File: config.mk
export PLATFORM = sky130hd
export DESIGN_NAME = nmea_rmc_time_date_extractor
export DESIGN_NICKNAME = d
export VERILOG_FILES = /design/src/hw/rtl/nrte_pkg.sv /design/src/hw/rtl/nmea_rmc_time_date_extractor.sv
export VERILOG_INCLUDE_DIRS = /design/src /design/src/hw/rtl
export SDC_FILE = /design/constraint.sdc
export NUM_CORES = 1
export LEC_CHECK = 0
export BUFFER_PORTS_ARGS = -buffer_cell sky130_fd_sc_hd__clkbuf_2
export CAP_MARGIN = 20
export CELL_PAD_IN_SITES_DETAIL_PLACEMENT = 1
export CELL_PAD_IN_SITES_GLOBAL_PLACEMENT = 2
export CORE_UTILIZATION = 40
export DETAILED_ROUTE_END_ITERATION = 10
export GPL_ROUTABILITY_DRIVEN = 0
export HOLD_SLACK_MARGIN = 0.1
export MAX_ROUTING_LAYER = met4
export PLACE_DENSITY = 0.76
export SLEW_MARGIN = 20
export SYNTH_ARGS = -nofsm -noshare
export SYNTH_HDL_FRONTEND = slang
export SYNTH_SLANG_ARGS = --single-unit
File: constraint.sdc
create_clock -name clock -period 10.2 [get_ports clock]
set_clock_uncertainty 0.15 [all_clocks]
set_input_delay 0.51 -clock clock [delete_from_list [all_inputs] [get_ports clock]]
set_output_delay 0.51 -clock clock [all_outputs]
set_load 0.02 [all_outputs]
File: src/hw/rtl/nmea_rmc_time_date_extractor_macros.svh
// ----------------------------------------------------------------------------
// NMEA RMC extractor assertion macros
// Property helpers for the extractor RTL, which carries the assertions.
// ----------------------------------------------------------------------------
`ifndef NMEA_RMC_TIME_DATE_EXTRACTOR_MACROS_SVH
`define NMEA_RMC_TIME_DATE_EXTRACTOR_MACROS_SVH

// Same-cycle implication, sampled on clock and disabled during reset.
`define NRTE_ASSERT_IMP(label, ante, cons, msg) \
   label: assert property (@(posedge clock) disable iff (reset) (ante) |-> (cons)) \
      else $error(msg);

// Next-cycle implication, sampled on clock and disabled during reset.
`define NRTE_ASSERT_NXT(label, ante, cons, msg) \
   label: assert property (@(posedge clock) disable iff (reset) (ante) |=> (cons)) \
      else $error(msg);

`endif

File: src/hw/rtl/nrte_pkg.sv
// ----------------------------------------------------------------------------
// NMEA RMC extractor package
// Types, character constants and small helper functions for the extractor.
// ----------------------------------------------------------------------------
package nrte_pkg;

   localparam int unsigned ValW  = 7;
   localparam int unsigned CapN  = 12;
   localparam int unsigned CapIw = 4;

   localparam logic [7:0] CHAR_DOLLAR = 8'h24;
   localparam logic [7:0] CHAR_COMMA  = 8'h2C;
   localparam logic [7:0] CHAR_ZERO   = 8'h30;
   localparam logic [7:0] CHAR_NINE   = 8'h39;
   localparam logic [7:0] CHAR_G      = 8'h47;
   localparam logic [7:0] CHAR_N      = 8'h4E;
   localparam logic [7:0] CHAR_P      = 8'h50;
   localparam logic [7:0] CHAR_R      = 8'h52;
   localparam logic [7:0] CHAR_M      = 8'h4D;
   localparam logic [7:0] CHAR_C      = 8'h43;

   localparam logic [2:0] HDR_LAST   = 3'd6;
   localparam logic [2:0] SKIP_LAST  = 3'd7;
   localparam logic [2:0] FIELD_LAST = 3'd5;
   localparam logic [CapIw-1:0] DATE_BASE = 4'd6;

   localparam logic [ValW-1:0] HOUR_MAX   = 7'd23;
   localparam logic [ValW-1:0] MINUTE_MAX = 7'd59;
   localparam logic [ValW-1:0] SECOND_MAX = 7'd59;
   localparam logic [ValW-1:0] DAY_MAX    = 7'd31;
   localparam logic [ValW-1:0] MONTH_MAX  = 7'd12;

   localparam logic [ValW-1:0] YEAR_MIN_RST = 7'd18;
   localparam logic [ValW-1:0] YEAR_MAX_RST = 7'd30;

   typedef enum logic [1:0] {
      CSR_YEAR_MIN = 2'd0,
      CSR_YEAR_MAX = 2'd1
   } csr_index_type;

   typedef enum logic [3:0] {
      PH_HUNT = 4'b0001,
      PH_TIME = 4'b0010,
      PH_SKIP = 4'b0100,
      PH_DATE = 4'b1000
   } phase_type;

   function automatic logic is_digit(input logic [7:0] c);
      return (c >= CHAR_ZERO) && (c <= CHAR_NINE);
   endfunction

   // Both headers share every position except the third, N or P.
   function automatic logic hdr_match(input logic [2:0] pos, input logic [7:0] c);
      logic hit;
      hit = 1'b0;
      unique case (pos)
         3'd0:    hit = (c == CHAR_DOLLAR);
         3'd1:    hit = (c == CHAR_G);
         3'd2:    hit = (c == CHAR_N) || (c == CHAR_P);
         3'd3:    hit = (c == CHAR_R);
         3'd4:    hit = (c == CHAR_M);
         3'd5:    hit = (c == CHAR_C);
         3'd6:    hit = (c == CHAR_COMMA);
         default: hit = 1'b0;
      endcase
      return hit;
   endfunction

   // Tens digit times ten plus units digit, as shifts and adds.
   function automatic logic [ValW-1:0] pair_value(input logic [7:0] hi, input logic [7:0] lo);
      return {hi[3:0], 3'b000} + {2'b00, hi[3:0], 1'b0} + {3'b000, lo[3:0]};
   endfunction

endpackage

File: src/hw/rtl/nmea_rmc_time_date_extractor.sv
// ----------------------------------------------------------------------------
// NMEA RMC time and date extractor
// Scans a GPS byte stream for RMC sentences and reports UTC time and date.
// ----------------------------------------------------------------------------
// Usage:
// Bytes enter on the req_ channel, one request per byte, and each byte is
// stored in an input register before it is parsed. Once a "$GNRMC," or
// "$GPRMC," header is seen, the six time characters and, after eight more
// commas, the six date characters are captured. The last date character
// produces one response on the rsp_ channel carrying the converted fields
// and a bad_fix flag for non-digit or out-of-range characters.
// The last date byte is first held in the input register, and its converted
// fields are then loaded into the response register once that register is free.
// Throughput is one byte per cycle unless a completing byte waits, set by the
// single parse stage between the input register and the response register.
// When the receiver stalls, bytes that produce no response keep flowing; only
// a byte that would complete a response waits in the input register until the
// response register is free, which then holds req_ready low.
// Users must write the year bounds via csr_ while the block is idle; it does not enforce this.
// Reset returns the parser to the header hunt, empties both registers and
// restores the year bounds to 18 and 30.
// ----------------------------------------------------------------------------
`include "nmea_rmc_time_date_extractor_macros.svh"

module nmea_rmc_time_date_extractor (
   input  logic       clock,
   input  logic       reset,
   input  logic       req_valid,
   output logic       req_ready,
   input  logic [7:0] req_rx_byte,
   output logic       rsp_valid,
   input  logic       rsp_ready,
   output logic [6:0] rsp_hour,
   output logic [6:0] rsp_minute,
   output logic [6:0] rsp_second,
   output logic [6:0] rsp_day,
   output logic [6:0] rsp_month,
   output logic [6:0] rsp_year,
   output logic       rsp_bad_fix,
   input  logic       csr_write_en,
   input  logic [1:0] csr_index,
   input  logic [6:0] csr_wdata
);

   localparam int unsigned VW = nrte_pkg::ValW;
   localparam int unsigned IW = nrte_pkg::CapIw;

   logic                 in_valid_ff;
   logic [7:0]           in_byte_ff;
   nrte_pkg::phase_type  phase_ff, phase_in;
   logic [2:0]           match_ff, match_in;
   logic [2:0]           pos_ff, pos_in;
   logic [7:0]           chars_ff [nrte_pkg::CapN];
   logic [VW-1:0]        year_min_ff, year_max_ff;

   logic                 rsp_valid_ff;
   logic [VW-1:0]        hour_ff, minute_ff, second_ff, day_ff, month_ff, year_ff;
   logic                 bad_fix_ff;

   logic                 is_comma;
   logic                 cap_we;
   logic [IW-1:0]        cap_idx;
   logic                 emit;
   logic                 advance;
   logic                 emit_fire;
   logic                 hunting;
   logic                 capturing;
   logic                 blocked;

   logic                 all_digits;
   logic [VW-1:0]        hour_in, minute_in, second_in, day_in, month_in, year_in;
   logic                 bad_fix_in;

   assign is_comma = (in_byte_ff == nrte_pkg::CHAR_COMMA);

   // Parse step for the byte held in the input register.
   always_comb begin
      phase_in = phase_ff;
      match_in = match_ff;
      pos_in   = pos_ff;
      cap_we   = 1'b0;
      cap_idx  = {1'b0, pos_ff};
      emit     = 1'b0;
      unique case (phase_ff)
         nrte_pkg::PH_TIME: begin
            if (is_comma) begin
               phase_in = nrte_pkg::PH_HUNT;
               match_in = 3'd0;
            end else begin
               cap_we = 1'b1;
               if (pos_ff == nrte_pkg::FIELD_LAST) begin
                  phase_in = nrte_pkg::PH_SKIP;
                  pos_in   = 3'd0;
                  match_in = 3'd0;
               end else begin
                  pos_in = pos_ff + 3'd1;
               end
            end
         end
         nrte_pkg::PH_SKIP: begin
            if (is_comma) begin
               if (match_ff == nrte_pkg::SKIP_LAST) begin
                  phase_in = nrte_pkg::PH_DATE;
                  pos_in   = 3'd0;
                  match_in = 3'd0;
               end else begin
                  match_in = match_ff + 3'd1;
               end
            end
         end
         nrte_pkg::PH_DATE: begin
            cap_idx = nrte_pkg::DATE_BASE + {1'b0, pos_ff};
            if (is_comma) begin
               phase_in = nrte_pkg::PH_HUNT;
               match_in = 3'd0;
            end else begin
               cap_we = 1'b1;
               if (pos_ff == nrte_pkg::FIELD_LAST) begin
                  phase_in = nrte_pkg::PH_HUNT;
                  match_in = 3'd0;
                  emit     = 1'b1;
               end else begin
                  pos_in = pos_ff + 3'd1;
               end
            end
         end
         default: begin
            phase_in = nrte_pkg::PH_HUNT;
            if (nrte_pkg::hdr_match(match_ff, in_byte_ff)) begin
               if (match_ff == nrte_pkg::HDR_LAST) begin
                  phase_in = nrte_pkg::PH_TIME;
                  match_in = 3'd0;
                  pos_in   = 3'd0;
               end else begin
                  match_in = match_ff + 3'd1;
               end
            end else begin
               match_in = 3'd0;
            end
         end
      endcase
   end

   // The last year character is still in the input register, not the array.
   always_comb begin
      all_digits = nrte_pkg::is_digit(in_byte_ff);
      for (int i = 0; i < nrte_pkg::CapN - 1; i++) begin
         all_digits = all_digits & nrte_pkg::is_digit(chars_ff[i]);
      end
      hour_in   = '0;
      minute_in = '0;
      second_in = '0;
      day_in    = '0;
      month_in  = '0;
      year_in   = '0;
      if (all_digits) begin
         hour_in   = nrte_pkg::pair_value(chars_ff[0], chars_ff[1]);
         minute_in = nrte_pkg::pair_value(chars_ff[2], chars_ff[3]);
         second_in = nrte_pkg::pair_value(chars_ff[4], chars_ff[5]);
         day_in    = nrte_pkg::pair_value(chars_ff[6], chars_ff[7]);
         month_in  = nrte_pkg::pair_value(chars_ff[8], chars_ff[9]);
         year_in   = nrte_pkg::pair_value(chars_ff[10], in_byte_ff);
      end
      bad_fix_in = !all_digits
                   || (hour_in > nrte_pkg::HOUR_MAX)
                   || (minute_in > nrte_pkg::MINUTE_MAX)
                   || (second_in > nrte_pkg::SECOND_MAX)
                   || (day_in > nrte_pkg::DAY_MAX)
                   || (month_in > nrte_pkg::MONTH_MAX)
                   || (year_in < year_min_ff)
                   || (year_in > year_max_ff);
   end

   // Only a byte that completes a response has to wait for the output register.
   assign advance   = in_valid_ff && (!emit || !rsp_valid_ff || rsp_ready);
   assign emit_fire = advance && emit;
   assign req_ready = !in_valid_ff || advance;

   assign hunting   = (phase_ff == nrte_pkg::PH_HUNT);
   assign capturing = (phase_ff == nrte_pkg::PH_TIME) || (phase_ff == nrte_pkg::PH_DATE);
   assign blocked   = in_valid_ff && emit && rsp_valid_ff && !rsp_ready;

   always_ff @(posedge clock) begin
      if (reset) begin
         in_valid_ff <= 1'b0;
      end else if (req_valid && req_ready) begin
         in_valid_ff <= 1'b1;
      end else if (advance) begin
         in_valid_ff <= 1'b0;
      end
   end

   always_ff @(posedge clock) begin
      if (req_valid && req_ready) begin
         in_byte_ff <= req_rx_byte;
      end
   end

   always_ff @(posedge clock) begin
      if (reset) begin
         phase_ff <= nrte_pkg::PH_HUNT;
         match_ff <= 3'd0;
         pos_ff   <= 3'd0;
      end else if (advance) begin
         phase_ff <= phase_in;
         match_ff <= match_in;
         pos_ff   <= pos_in;
      end
   end

   always_ff @(posedge clock) begin
      if (advance && cap_we) begin
         chars_ff[cap_idx] <= in_byte_ff;
      end
   end

   always_ff @(posedge clock) begin
      if (reset) begin
         year_min_ff <= nrte_pkg::YEAR_MIN_RST;
         year_max_ff <= nrte_pkg::YEAR_MAX_RST;
      end else if (csr_write_en) begin
         unique case (csr_index)
            nrte_pkg::CSR_YEAR_MIN: year_min_ff <= csr_wdata;
            nrte_pkg::CSR_YEAR_MAX: year_max_ff <= csr_wdata;
            default: ;
         endcase
      end
   end

   always_ff @(posedge clock) begin
      if (reset) begin
         rsp_valid_ff <= 1'b0;
      end else if (emit_fire) begin
         rsp_valid_ff <= 1'b1;
      end else if (rsp_ready) begin
         rsp_valid_ff <= 1'b0;
      end
   end

   always_ff @(posedge clock) begin
      if (emit_fire) begin
         hour_ff    <= hour_in;
         minute_ff  <= minute_in;
         second_ff  <= second_in;
         day_ff     <= day_in;
         month_ff   <= month_in;
         year_ff    <= year_in;
         bad_fix_ff <= bad_fix_in;
      end
   end

   assign rsp_valid   = rsp_valid_ff;
   assign rsp_hour    = hour_ff;
   assign rsp_minute  = minute_ff;
   assign rsp_second  = second_ff;
   assign rsp_day     = day_ff;
   assign rsp_month   = month_ff;
   assign rsp_year    = year_ff;
   assign rsp_bad_fix = bad_fix_ff;

   `NRTE_ASSERT_IMP(a_pos_in_field, capturing, pos_ff <= nrte_pkg::FIELD_LAST, "bad position")
   `NRTE_ASSERT_IMP(a_hunt_match, hunting, match_ff <= nrte_pkg::HDR_LAST, "bad header position")
   `NRTE_ASSERT_NXT(a_emit_loads, emit_fire, rsp_valid_ff, "no response raised")
   `NRTE_ASSERT_IMP(a_stall_cause, !req_ready, blocked, "stall without blocked response")

endmodule
==> results.txt, run 1 <==
Synth Warn #: 0
Clk_lat worst skew: 0.43 ns
Top_reg_cell synth: edfxtp_1
CTS Sinks: 165
Synth area leaders: edfxtp_1 (51%), ha_1 (9.8%), dfxtp_1 (6.4%)
Int Power: 1.10 mW
GRT Util Overall: 0.200
Slowest-stage cell, CP: edfxtp_1
Sum Neg Setup Slack: 0 ns
Vias per cell: 5.27
Crit-path cells: fa_1, ha_1, a21o_1, a21oi_1, xor2_1, nor2_1, ha_1, nor2b_1, o21ai_0, o21ai_0, o22ai_1, o2111ai_1
Die H: 145 um
Worst Hold End: in_byte_ff[5]
Outcome: complete, no violations
CTS tree: done
#FFs+latches synth: 165
FF-to-FF Start: in_byte_ff[3]
Resize count post-CTS: 0
Synth top area share: 0.513
Worst Hold Class: in -> reg
Hold Vio Cnt, Final: 0
WL/cell: 18.9 um
1st-iter DRT viols: 221
Count of mapped cells out of synthesis: 638
Area of the core: 0.0197 mm2
First-pass GRT wire length: 30100 um
Clock Pin Slew Worst Setup and Hold Paths: 0.07 ns
Total power: 1.43 mW
Drt pass-1 iters: 4
Req. time, crit path: 10.19 ns
Fmax: 255 MHz
Area Growth Syn to Fin: 15.6%
Kind of critical path: reg -> reg
Final nets: 817
Hold Crit Start: req_rx_byte[5]
Chip Width: 145 um
RSZ-0062 raised after global routing: no
Comb power frac: 0.021
Crit. End Element: flip-flop
Final setup fails: 0
Placed Cells: 964
Clock Tree Root: clkbuf_16
Max-capacitance violation count: 0
Routed WL: 18900 um
Total congestion overflow: 0
Hold WS: 0.113 ns
Mapped cell area: 0.00813 mm2
Net Sw Frac: 0.233
Final min period: 3.92 ns
Yosys top cell by area: edfxtp_1
# hold bufs at CTS: 0
Synth async-reset ratio: 0
Final ANT Viol Nets: 0
CP Max Fanout: 18
Slew headroom: 0.295
Pwr dens: 153 mW/mm2
Power share of the clock group: 0.456
Largest net degree at the start of global routing: 44
Cells on Worst Hold Path: 1
Crit path launch type: flip-flop
Die footprint: 0.0209 mm2
Top cells by count, synth: edfxtp_1 (139), ha_1 (64), inv_1 (53), nor2_1 (53)
Max stage delay on crit path: 0.82 ns
P_leak: 3.54 nW
Worst vdd ir: 0.117 mV
PnR worst setup slack: 6.28 ns
PortBufs: 66
Worst reg2reg path endpoint: rsp_bad_fix
Max-slew violation count: 0
R2R depth: 12
# diodes: 0
Crit path DAT: 3.92 ns
Most numerous cell in the Yosys netlist: edfxtp_1
Switching power: 0.334 mW
# Post-CTS Setup Buffers: 0
Vias in the first global route: 5708
Longest Clk Path Bufs: 2
CTS buffer count: 17
Starting Density: 0.413
Sequential share of the synthesized area: 0.577
Tcrit/Tclk final: 0.384
Worst-margin pin slew: 1.05 ns
R2R Setup Slk: 6.28 ns
H-tree depth: 4
Fill count: 2065
Syn avg cell area: 12.7 um2
EDFF count, synth: 139
Final cell count without fillers: 997
DRC: 0
Post-detail-place hpwl: 13500 um
Dpl ws: 6.39 ns
Via count: 5256
FP Rows: 51
I/O pin cnt: 67
Initial antenna violation count: 0
Flop pwr share: 0.523
Fraction of layout cells with a size suffix above 1: 0.175
Synth unique cells: 67
Syn Nets: 736
## stage by stage
step | utilization | instance area (um2)
finish | 0.477 | 9400
detailed placement | 0.445 | 8780
CTS | 0.476 | 9380
global route | 0.477 | 9400
floorplan | - | 8130
global placement | 0.445 | 8780
## worst max path at each step
| stage | slack, ns | to | startpoint | cells after the start |
|---|---|---|---|---|
| after floorplan | 6.46 | rsp_bad_fix | pos_ff[1] | 7 |
| after global placement | 6.59 | rsp_bad_fix | in_byte_ff[3] | 12 |
| after detailed placement | 6.39 | rsp_bad_fix | in_byte_ff[3] | 12 |
| after CTS | 6.26 | rsp_bad_fix | in_byte_ff[3] | 12 |
| after global routing | 6.05 | rsp_bad_fix | in_byte_ff[3] | 12 |
| final | 6.28 | rsp_bad_fix | in_byte_ff[3] | 12 |
## flip-flops by register name, indices dropped and copies added, names as in the netlist, 3 cells and up
| register | count |
|---|---|
| rsp_second | 7 |
| rsp_month | 7 |
| rsp_minute | 7 |
| match_ff | 3 |
| year_min_ff | 7 |
| phase_ff | 4 |
| rsp_hour | 7 |
| in_byte_ff | 8 |
| pos_ff | 3 |
| rsp_day | 7 |
| chars_ff | 88 |
| year_max_ff | 7 |
| rsp_year | 7 |
## cells by family after synthesis
logic type	count (synthesis)	share of synthesized area
multiplexers	5	0.00615
AND/OR/NAND/NOR	187	0.135
AO/OA/AOI/OAI	114	0.0932
adder cells (fa/ha/maj)	76	0.128
XOR/XNOR	21	0.0226
buffers and inverters	70	0.0381
flip-flops	165	0.577
## power by group through the flow
stage | Sequential [mW] | Clock [mW] | Combinational [mW]
finish | 0.750 | 0.654 | 0.0301
global route | 0.752 | 0.689 | 0.0340
CTS | 0.751 | 0.664 | 0.0307
detailed placement | 0.765 | 0 | 0.0302
global placement | 0.764 | 0 | 0.0284
floorplan | 0.757 | 0 | 0.0200
## metal layers
metal  wire length, um  track usage  up-vias  share of wire
li1                  -            -     2537              -
met1              8610        0.240     2618           0.46
met2              9560        0.339       80           0.51
met3               417       0.0344       21          0.022
met4               278       0.0654        0          0.015
met5                 0            -        -              0
## placed cells by master, fill, tap and decap left out, types with 7 or more instances in the layout
master / Yosys / layout
clkbuf_16: 0 / 17
xor2_1: 17 / 17
or3_1: 9 / 9
buf_4: 0 / 11
a21oi_1: 30 / 30
o21ai_0: 30 / 30
nand3_1: 7 / 7
nand4_1: 10 / 10
nand2b_1: 7 / 7
dfxtp_1: 26 / 26
a21o_1: 12 / 12
inv_1: 53 / 53
nand2_1: 25 / 25
clkbuf_2: 0 / 66
fa_1: 12 / 12
edfxtp_1: 139 / 139
and3_1: 12 / 12
nor2b_1: 11 / 11
nor3_1: 9 / 9
nor2_1: 53 / 52
ha_1: 64 / 64
## worst max-delay path: cells and delay by family (launching register included)
kind,cells,cell delay [ns]
flip-flops,1,0.82
adder cells (fa/ha/maj),3,1.19
AO/OA/AOI/OAI,6,1.00
XOR/XNOR,1,0.10
AND/OR/NAND/NOR,2,0.36
## final cells by class
class                   count  area [um2]  share of cell area
inverters                  54         203              0.0216
repair buffers             78         433              0.0460
multi-input cells         403        3140               0.334
well taps                 265         332              0.0353
flip-flops and latches    165        4690               0.499
clock inverters            15         178              0.0189
clock buffers              17         425              0.0452
Note: power is estimated with default switching activity, not from simulation.
==> run 2, diff against run 1 <==
==> constraint.sdc (replaced) <==
create_clock -name clock -period 4 [get_ports clock]
set_clock_uncertainty 0.15 [all_clocks]
set_input_delay 0.2 -clock clock [delete_from_list [all_inputs] [get_ports clock]]
set_output_delay 0.2 -clock clock [all_outputs]
set_load 0.02 [all_outputs]
==> run 2 against run 1 <==
  * Register-to-register slack got worse by 5.8 ns
  * Final cell count grew 3.2%
  * Total power is 150% higher
  * Non-clock buffer count increased by 32
  * Critical endpoint unchanged
  * Via count is 1.3% higher
  * Combinational power grew to 4.2 times the previous value
  * Critical path depth is 2 higher
  * Critical path type unchanged
  * Clock-buffer cell count grew 2
  * Cell area increased by 2.3%
  * Flip-flop and latch count stayed put
==> results.txt, run 2 (same netlist as run 1, synthesis figures left out) <==
Via count: 5326
Slew headroom: 0.391
Max-capacitance violation count: 0
Resize count post-CTS: 0
CTS buffer count: 17
Die H: 145 um
PortBufs: 66
# Post-CTS Setup Buffers: 0
Chip Width: 145 um
GRT Util Overall: 0.201
CP Max Fanout: 14
Total congestion overflow: 0
Req. time, crit path: 3.99 ns
Area of the core: 0.0197 mm2
Crit. End Element: flip-flop
Area after DPL: 0.00890 mm2
Final setup fails: 0
H-tree depth: 4
Most flop-heavy register: chars_ff
Hold WS: 0.121 ns
# diodes: 0
Worst Hold Class: in -> reg
Area Growth Syn to Fin: 18.2%
I/O pin cnt: 67
Initial antenna violation count: 0
CTS tree: done
Pwr dens: 369 mW/mm2
Starting Density: 0.413
Largest register FFs: 88
Fmax: 286 MHz
Final instance area: 0.00962 mm2
Crit path DAT: 3.48 ns
Post-detail-place hpwl: 14200 um
Routed WL: 18900 um
Most common cell after layout, fill and taps aside: edfxtp_1
Drt pass-1 iters: 4
Multi-input logic area: 0.00314 mm2
FF/Latch Area: 0.00469 mm2
R2R Setup Slk: 0.51 ns
Hold Vio Cnt, Final: 0
Outcome: complete, no violations
1st-iter DRT viols: 250
Fraction of layout cells with a size suffix above 1: 0.183
First-pass GRT wire length: 30300 um
RSZ-0062 raised after global routing: no
Final ANT Viol Nets: 0
Final nets: 849
Clock Pin Slew Worst Setup and Hold Paths: 0.07 ns
Fill count: 2097
P_leak: 3.64 nW
Die footprint: 0.0209 mm2
WL/cell: 18.4 um
Final min period: 3.49 ns
Largest net degree at the start of global routing: 44
Kind of critical path: reg -> reg
FP Rows: 51
Sum Neg Setup Slack: 0 ns
Clk_lat worst skew: 0.43 ns
DRC: 0
Max-slew violation count: 0
Biggest regs: chars_ff (88), in_byte_ff (8)
Commonest cells after routing, fill and taps aside: edfxtp_1 (139), clkbuf_2 (66), ha_1 (64)
Vias in the first global route: 5761
Longest Clk Path Bufs: 2
# hold bufs at CTS: 17
CTS Sinks: 165
Crit path launch type: flip-flop
Vias per cell: 5.18
Worst vdd ir: 0.292 mV
Tcrit/Tclk final: 0.873
Clock Tree Root: clkbuf_16
Worst-margin pin slew: 0.904 ns
## run 2: final cells by class
class	count	share of cell area
flip-flops and latches	165	0.488
clock inverters	13	0.0120
clock buffers	19	0.0450
repair buffers	110	0.0731
multi-input cells	403	0.326
well taps	265	0.0345
inverters	54	0.0211
## run 2: critical path: stages, from the launching register on
cell and delay (ns):
edfxtp_1 0.60, ha_1 0.38, ha_1 0.22, inv_1 0.07, fa_1 0.20, inv_1 0.05, a21o_1 0.14, a21oi_1 0.19
xor2_1 0.17, nor2_1 0.09, ha_1 0.32, and4_1 0.23, o211ai_1 0.09, a31oi_1 0.17, o2111ai_1 0.15
## run 2: final timing paths
kind / start / end / depth (start not counted)
setup / recovery: in_byte_ff[2] / rsp_bad_fix / 14
hold reg to reg: year_max_ff[5] / year_max_ff[5] / 2
setup reg to reg: in_byte_ff[2] / rsp_bad_fix / 14
hold / removal: csr_index[1] / year_min_ff[1] / 4
## run 2: power by group
part,internal [mW],switching [mW],total (mW)
clock network,0.814,0.721,1.54
registers,1.87,0.0120,1.88
logic,0.0522,0.0751,0.127
total,2.74,0.809,3.55
## run 2: through the flow
step	cells	setup WS [ns]	utilization	total power, mW
2_1_floorplan	638	0.261	-	1.98
3_3_place_gp	980	0.625	0.451	2.03
3_5_place_dp	980	0.498	0.451	2.04
4_1_cts	1029	0.490	0.488	3.58
5_1_grt	1029	0.202	0.488	3.65
6_report	1029	0.507	0.488	3.55
## run 2: layer usage
layer | track usage | up-vias | wire (um)
li1 | - | 2595 | -
met1 | 0.246 | 2631 | 8650
met2 | 0.344 | 78 | 9620
met3 | 0.0308 | 22 | 389
met4 | 0.0609 | 0 | 258
met5 | - | - | 0
==> run 3, diff against run 2 <==
--- a/config.mk
+++ b/config.mk
@@ -11,6 +11,7 @@
 export CELL_PAD_IN_SITES_DETAIL_PLACEMENT = 1
 export CELL_PAD_IN_SITES_GLOBAL_PLACEMENT = 2
 export CORE_UTILIZATION = 40
+export CTS_BUF_LIST = sky130_fd_sc_hd__clkbuf_4 sky130_fd_sc_hd__clkbuf_8
 export DETAILED_ROUTE_END_ITERATION = 10
 export GPL_ROUTABILITY_DRIVEN = 0
 export HOLD_SLACK_MARGIN = 0.1
==> run 3 against run 2 <==
  * Final cell count increased by 1.5%
  * Largest cell class unchanged
  * Critical path type unchanged
  * Global-route usage increased by 0.071 points
  * Fmax decreased by 0.92%
  * Critical endpoint unchanged
  * Combinational power increased by 8%
  * Largest power group unchanged
  * Clock power decreased by 27%
==> results.txt, run 3 (same netlist as run 1, synthesis figures left out) <==
CP dominant cell by count: ha_1
Max stage delay on crit path: 0.60 ns
WL/cell: 18.2 um
Via count: 5380
Longest Clk Path Bufs: 2
Hold Vio Cnt, Final: 0
DRC: 0
Clk_lat worst skew: 0.46 ns
Area of the core: 0.0197 mm2
Commonest cells after routing, fill and taps aside: edfxtp_1 (139), clkbuf_2 (66), ha_1 (64)
CP Launch Point: in_byte_ff[2]
PortBufs: 66
# diodes: 0
Crit path max-delay family: adder cells
Sum Neg Setup Slack: 0 ns
Crit path DAT: 3.56 ns
Kind of critical path: reg -> reg
RSZ-0062 raised after global routing: no
Req. time, crit path: 4.03 ns
Fraction of layout cells with a size suffix above 1: 0.182
First-pass GRT wire length: 30400 um
Max-capacitance violation count: 0
Final min period: 3.53 ns
Vias per cell: 5.15
Area Growth Syn to Fin: 17.8%
CTS Sinks: 165
CP Max Fanout: 14
Worst vdd ir: 0.220 mV
FF-to-FF Start: in_byte_ff[2]
Chip Width: 145 um
Tcrit/Tclk final: 0.881
Final setup fails: 0
Slowest-stage cell, CP: edfxtp_1
Resize count post-CTS: 0
CTS buffer count: 17
Final nets: 864
FP Rows: 51
Total congestion overflow: 0
Worst Hold Class: in -> reg
Post-detail-place hpwl: 14200 um
CTS tree: done
Starting Density: 0.413
Most flop-heavy register: chars_ff
Fmax: 284 MHz
Vias in the first global route: 5858
Outcome: complete, no violations
1st-iter DRT viols: 269
# hold bufs at CTS: 32
Pwr dens: 329 mW/mm2
Hold Crit Start: csr_write_en
# Post-CTS Setup Buffers: 0
Drt pass-1 iters: 4
Die footprint: 0.0209 mm2
Final ANT Viol Nets: 0
Die H: 145 um
H-tree depth: 4
R2R depth: 14
CP Buf/Inv Count: 2
Biggest regs: chars_ff (88), in_byte_ff (8)
GRT Util Overall: 0.202
Crit. End Element: flip-flop
Most common cell after layout, fill and taps aside: edfxtp_1
P_leak: 3.62 nW
Crit-path cells: ha_1, ha_1, inv_1, fa_1, inv_1, a21o_1, a21oi_1, xor2_1, nor2_1, ha_1, and4_1, o211ai_1, a31oi_1, o2111ai_1
Slew headroom: 0.387
Total power: 3.15 mW
R2R Setup Slk: 0.47 ns
Crit path launch type: flip-flop
Clock Pin Slew Worst Setup and Hold Paths: 0.09 ns
Largest register FFs: 88
Worst-margin pin slew: 0.911 ns
Worst Hold End: year_max_ff[1]
Initial antenna violation count: 0
Hold WS: 0.266 ns
Worst reg2reg path endpoint: rsp_bad_fix
Max-slew violation count: 0
I/O pin cnt: 67
Largest net degree at the start of global routing: 44
Cells on Worst Hold Path: 4
Routed WL: 19000 um
Clock Tree Root: clkbuf_8
==> run 3: worst max-delay path by stage <==
stage	end	cells after the start	slack, ns
after floorplan	rsp_bad_fix	7	0.26
after global placement	rsp_bad_fix	11	0.63
after detailed placement	rsp_bad_fix	14	0.50
after CTS	rsp_bad_fix	14	0.48
after global routing	rsp_bad_fix	14	0.19
final	rsp_bad_fix	14	0.47
==> run 3: area by class of cell <==
class | instances | area (um2)
tap | 265 | 332
fill | 2129 | 10100
inverter | 54 | 203
clock inverter | 13 | 115
timing repair buffer | 125 | 853
multi-input combinational | 403 | 3140
sequential | 165 | 4690
clock buffer | 19 | 249
==> run 3: worst register-to-register path, delay by kind of cell (launching register included) <==
family	cells	cell delay [ns]
adder cells (fa/ha/maj)	4	1.12
buffers and inverters	2	0.13
flip-flops	1	0.60
AO/OA/AOI/OAI	5	0.76
XOR/XNOR	1	0.17
AND/OR/NAND/NOR	2	0.33
==> run 3: metrics by stage <==
stage | util | std cells | setup slack, ns | area [um2]
floorplan | - | 638 | 0.261 | 8130
global placement | 0.451 | 980 | 0.625 | 8900
detailed placement | 0.451 | 980 | 0.498 | 8900
CTS | 0.486 | 1044 | 0.478 | 9580
global route | 0.486 | 1044 | 0.191 | 9580
finish | 0.486 | 1044 | 0.475 | 9580
==> run 3: power by group <==
group / total (mW) / leakage [nW] / switching (mW) / internal [mW]
logic: 0.137 / 2.06 / 0.0772 / 0.0600
clock network: 1.13 / 0.178 / 0.667 / 0.462
registers: 1.88 / 1.38 / 0.0117 / 1.87
==> run 3: routing by layer <==
metal | global-route usage | wire length, um
met1 | 0.245 | 8610
met2 | 0.348 | 9630
met3 | 0.0298 | 478
met4 | 0.0598 | 254
met5 | - | 0
